<file path="src/sv/chist_pkg.sv">
// ----------------------------------------------------------------------------
// chist_pkg: shared widths and types for the clamped range histogram
// Sample, count and bin widths, and the request beat to the bin store.
// ----------------------------------------------------------------------------
package chist_pkg;

	localparam int SAMPLE_BITS = 16;
	localparam int COUNT_BITS  = 24;
	localparam int BIN_BITS    = 8;
	localparam int BIN_COUNT   = 256;
	// dividend of the bin quotient: (sample - low) * 255
	localparam int NUM_BITS    = SAMPLE_BITS + BIN_BITS;
	// divider step counter holds 0 .. BIN_BITS
	localparam int STEP_BITS   = $clog2(BIN_BITS + 1);

	typedef logic signed [SAMPLE_BITS-1:0] sample_t;
	typedef logic [COUNT_BITS-1:0]         count_t;
	typedef logic [BIN_BITS-1:0]           bin_t;

	// one request beat to the bin store
	typedef struct packed {
		logic rd;
		logic wr;
		logic clr;
		bin_t addr;
	} bins_req_t;

endpackage

</file>
<file path="src/sv/chist_div.sv">
// ----------------------------------------------------------------------------
// chist_div: serial bin quotient divider
// Restoring division, one quotient bit per cycle, shifting the low dividend
// bits in behind a remainder that stays below the divisor.
// ----------------------------------------------------------------------------
module chist_div import chist_pkg::*; (
	input  logic                   clk,
	input  logic                   arst_n,
	input  logic                   load,
	input  logic [NUM_BITS-1:0]    num,
	input  logic [SAMPLE_BITS-1:0] den,
	output logic                   done,
	output bin_t                   quo
);

	logic [SAMPLE_BITS-1:0] rem_q;
	logic [SAMPLE_BITS-1:0] den_q;
	bin_t                   low_q;
	bin_t                   quo_q;
	logic [STEP_BITS-1:0]   cnt_q;
	logic                   done_q;

	logic [SAMPLE_BITS:0] trial;
	logic [SAMPLE_BITS:0] diff;
	logic                 fits;

	// shift the next dividend bit in and try the subtract
	assign trial = {rem_q, low_q[BIN_BITS-1]};
	assign diff  = trial - {1'b0, den_q};
	assign fits  = (trial >= {1'b0, den_q});

	always_ff @(posedge clk or negedge arst_n) begin
		if (!arst_n) begin
			cnt_q  <= '0;
			done_q <= 1'b0;
		end else if (load) begin
			cnt_q  <= STEP_BITS'(BIN_BITS);
			done_q <= 1'b0;
		end else if (cnt_q != '0) begin
			cnt_q  <= cnt_q - 1'b1;
			done_q <= (cnt_q == STEP_BITS'(1));
		end else begin
			done_q <= 1'b0;
		end
	end

	always_ff @(posedge clk) begin
		if (load) begin
			// the quotient stays below 256, so the high part is below den
			rem_q <= num[NUM_BITS-1:BIN_BITS];
			low_q <= num[BIN_BITS-1:0];
			den_q <= den;
			quo_q <= '0;
		end else if (cnt_q != '0) begin
			rem_q <= fits ? diff[SAMPLE_BITS-1:0] : trial[SAMPLE_BITS-1:0];
			low_q <= {low_q[BIN_BITS-2:0], 1'b0};
			quo_q <= {quo_q[BIN_BITS-2:0], fits};
		end
	end

	assign done = done_q;
	assign quo  = quo_q;

endmodule

</file>
<file path="config.mk">
export PLATFORM = sky130hd
export DESIGN_NAME = chist_div
export DESIGN_NICKNAME = d
export VERILOG_FILES = /design/src/sv/chist_pkg.sv /design/src/sv/chist_div.sv
export SDC_FILE = /design/constraint.sdc
export NUM_CORES = 1
export LEC_CHECK = 0
export BUFFER_PORTS_ARGS = -buffer_cell sky130_fd_sc_hd__buf_2
export CORE_MARGIN = 2
export CORE_UTILIZATION = 25
export DETAILED_ROUTE_END_ITERATION = 7
export GPL_TIMING_DRIVEN = 0
export SLEW_MARGIN = 20
export SYNTH_ARGS = -nofsm -noshare
export SYNTH_HDL_FRONTEND = slang
export SYNTH_SLANG_ARGS = --single-unit
</file>
<file path="constraint.sdc">
create_clock -name clk -period 6.65 [get_ports clk]
set_input_delay 0.9975 -clock clk [delete_from_list [all_inputs] [get_ports clk]]
set_output_delay 0.9975 -clock clk [all_outputs]
set_load 0.02 [all_outputs]
</file>
* After elaboration in Yosys (flattened, before gate mapping)
Cells that the tools add are included.
W data, S select, Z words.
** Cells by class
- Add/subtract/negate cells :: 2
- Multiply operators :: 0
- Div/mod/pow operators :: 0
- Magnitude comparators :: 1
- Equal/unequal tests :: 1
- Shifts and indexed selects :: 0
- Muxes and demuxes :: 9
- Bitwise logic cells :: 0
- Reductions and logical operators :: 2
** Operator list (number)
- $mux W16 :: 3
- $ge A17 B16 Y1 :: 1
- $mux W8 :: 2
- $sub A16 B16 Y16 :: 1
- $mux W4 :: 2
- $eq A4 B1 Y1 const B :: 1
- $reduce_bool A4 Y1 :: 1
- $sub A4 B1 Y4 const B :: 1
- $mux W1 :: 2
- $reduce_bool A2 Y1 :: 1
** Word-level totals
- Flip-flop bits (word level) :: 53
- Bits in latches :: 0
- RAM bits :: 0
- Bits in read-only memories :: 0
- Input port bits :: 43
- Memories kept :: 0

* Depth between registers and ports, before layout
- Word-level depth :: 4
- Depth in mapped cells :: 11

* Worst setup path after synthesis
No wires, ideal clock.
- Path type :: input port to flip-flop
- Start point :: input load
- End point :: register low_q[0] (enable)
- Library setup time :: 0.384 ns
- Data arrival time :: 2.443 ns
- Required time :: 6.266 ns
- Setup slack :: 3.822 ns
- Stages :: 4
- Cells stage by stage :: clkbuf_1 clkbuf_1 clkbuf_1 nand2b_1
** On the way
- Cells in the longest elaborated chain, start to end :: 1
** RTL lines
- start: declaration :: RTL line chist_div.sv:9 : input logic load,
- $reduce_bool A2 Y1 (no line)
- end signal: assignment :: RTL line chist_div.sv:51 : low_q <= num[BIN_BITS-1:0];
- end signal: assignment :: RTL line chist_div.sv:56 : low_q <= {low_q[BIN_BITS-2:0], 1'b0};
- end: declaration :: RTL line chist_div.sv:18 : bin_t low_q;
No other way between the ends.
A chain may end at the register's enable or synchronous reset.

* Final worst setup path
Ends and elaborated chain as after synthesis.

==> summary.txt <==
Run status
  • Status: finished, final reports clean

Setup path
  • Crit-path cells: buf_2 > clkbuf_1 > clkbuf_1 > clkbuf_1 > nand2b_2
  • Required time worst endpoint: 6.58 ns
  • Max incr delay on CP: 0.66 ns
  • Critical path class: in2reg
  • Crit path capture type: register
  • CP max-delay cell: nand2b_2
  • Most common cell on crit path: clkbuf_1
  • Crit path arrival time: 3.36 ns
  • Startpoint Class: input pin
  • Crit path max fanout: 24

Timing
  • Pins Over Slew Limit: 0
  • Fmax: 0.2920 GHz
  • Slew @ Worst Pin: 0.6522 ns
  • RSZ-0062 raised after global routing: false
  • Final min period: 3.425 ns
  • Hold Vio Cnt, Final: 0
  • Max_slew headroom: 56.52%
  • Hold slack: 0.4628 ns
  • Total negative slack: 0 ns
  • Clk_skew: 0.006974 ns
  • Final period util: 51.51%
  • Final Setup Violations: 0

Logic synthesis
  • Post-synth top flop: edfxtp_1
  • Cell taking the most area after synthesis: edfxtp_1
  • Synth top cells by count: edfxtp_1, nand2_1, inv_1
  • Synth warnings: 0
  • Synthesized area: 0.003034 mm^2
  • Synthesis-stage register bit count: 53
  • Synthesized instance count: 279
  • EDFF count, synth: 40
  • Share of the yosys chip area belonging to registers: 48.99%
  • Post-Syn Nets: 342
  • Number of library cell types mapped by synthesis: 51
  • Synth top area cells: edfxtp_1, ha_1, dfxtp_1
  • Synth top area share: 39.59%
  • Mean Syn Cell Area: 10.88 um^2
  • Post-synth ARST share: 9.434%
  • Count leader, synth: edfxtp_1

GRT
  • Vias in the first global route: 2,483
  • Largest net degree at the start of global routing: 25
  • All-Layer GR Usage: 12.00%
  • Total grt overflow: 0
  • Global-route wire length before repair: 12.19 mm
  • Initial antenna violation count: 0

Placed design
  • Post-DP HPWL: 5.460 mm
  • Area after DPL: 0.003476 mm^2
  • Routability cong.: 0.8360
  • Port Buffers: 51

CTS
  • H-tree levels: 2
  • Post-cts resize count: 0
  • Clk_lat worst skew: 0.30 ns
  • Reg clk slew, reported paths: 0.07 ns
  • Post-CTS Setup Bufs: 0
  • Clk sink count: 53
  • Cts hold-fix bufs: 0
  • CTS max path bufs: 2
  • CTS tree: done
  • CTS Root Cell: clkbuf_16
  • TritonCTS buffer count: 5

Final layout
  • Layout area overhead: 20.49%
  • Final Cell Area: 0.003656 mm^2
  • Nets: 400
  • N_diodes: 0
  • Share of cells above drive strength 1: 22.78%

Floorplanning
  • Floorplan core area: 0.01191 mm^2
  • Die width: 114.2 um
  • Starting Density: 25.47%
  • Ports: 52
  • Area of the die: 0.01303 mm^2
  • FP Rows: 40
  • Die Ht: 114.2 um

Drt
  • Drt via density: 4.843
  • Routed WL: 7.461 mm
  • DR pass1 iterations: 4
  • Via count: 2,349
  • Final ANT Viol Nets: 0
  • Detailed Route Iter0 Violations: 76
  • WL/cell: 15.38 um
  • Remaining DRCs: 0

Pwr
  • Peak supply drop: 0.0001236 V
  • Leakage: 0.001563 uW
  • Pwr dens: 426.0 mW/mm^2

Min path
  • Class of the worst hold path: reg2reg

Run
  • Max-cap viol count: 0
[cell families after synthesis]
logic type                 count (synthesis)  synth area share [%]
xor gates and xnor gates                  13                 3.753
AOI/OAI and AO/OA                         71                 17.24
DFF                                       53                 48.99
adders and majority gates                 20                 8.495
muxes                                     12                 4.289
buffers and inverters                     35                 4.742
and+or+nand+nor                           75                 12.49
[placed cells by master, fill, tap and decap left out, types with 5 or more instances in the layout]
cell | netlist | final
buf_2 | 1 | 52
edfxtp_1 | 40 | 40
nand2_1 | 31 | 31
inv_1 | 23 | 23
a21oi_1 | 20 | 20
ha_1 | 19 | 19
o21ai_0 | 9 | 9
a21o_1 | 9 | 9
xor2_1 | 9 | 9
nor2_1 | 9 | 9
clkbuf_1 | 8 | 8
mux2_2 | 8 | 8
dfxtp_1 | 8 | 8
clkbuf_16 | 0 | 7
nor3_1 | 6 | 6
nand3b_1 | 5 | 5
o311ai_0 | 5 | 5
dfrtp_1 | 5 | 5
[flip-flops by register name, summed over array words and instances, names as in the netlist]
| signal | flops |
|---|---|
| cnt_q | 4 |
| den_q | 16 |
| done | 1 |
| low_q | 8 |
| quo | 8 |
| rem_q | 16 |
[routing by layer]
metal,vias to the layer above,track usage [%],part of all wire (%)
met5,-,0,0
met1,1153,14.59,47
met2,44,21.55,49
met3,11,2.012,2.4
met4,0,3.902,1.9
li1,1141,-,-
[per-stage QoR]
| stage | utilization [%] | power [uW] | instances | setup slack [ns] |
|---|---|---|---|---|
| floorplan | - | 1074 | 279 | 3.822 |
| global placement | 29.16 | 1229 | 477 | 2.555 |
| detailed placement | 29.18 | 1251 | 477 | 2.912 |
| CTS | 30.69 | 1563 | 485 | 3.223 |
| global route | 30.69 | 1675 | 485 | 3.026 |
| finish | 30.69 | 1557 | 485 | 3.225 |
[worst paths after layout]
kind / from / end / depth (start not counted) / slack, ns
worst min register to register: quo[7] / quo[7] / 2 / 0.46
worst max register to register: low_q[7] / rem_q[12] / 11 / 3.72
max in group asynchronous: arst_n / cnt_q[1] / 1 / 6.00
worst max-delay path: load / low_q[0] / 5 / 3.22
worst min-delay path: quo[7] / quo[7] / 2 / 0.46
min in group asynchronous: arst_n / done / 1 / 0.51
[cell type report]
| cell class | instances | area, um^2 |
|---|---|---|
| Sequential cell | 53 | 1486 |
| Inverter | 23 | 86.33 |
| Buffer | 12 | 57.56 |
| Tap cell | 147 | 183.9 |
| Multi-Input combinational cell | 191 | 1406 |
| Clock buffer | 7 | 175.2 |
| Timing Repair Buffer | 51 | 255.2 |
| Fill cell | 1243 | 8255 |
| Clock inverter | 1 | 5.005 |
[power breakdown]
part           internal, uW  total [uW]  leakage (uW)  switching (uW)
Clock                   185         306     0.0000902             121
Combinational           310         730      0.000930             420
Sequential              471         521      0.000543            49.9
[worst max-delay path: cells and delay by family]
family | cells | cell delay [ns]
buf+inv | 4 | 1.68
simple gates | 1 | 0.66
Power figures use the tool's default switching activity.
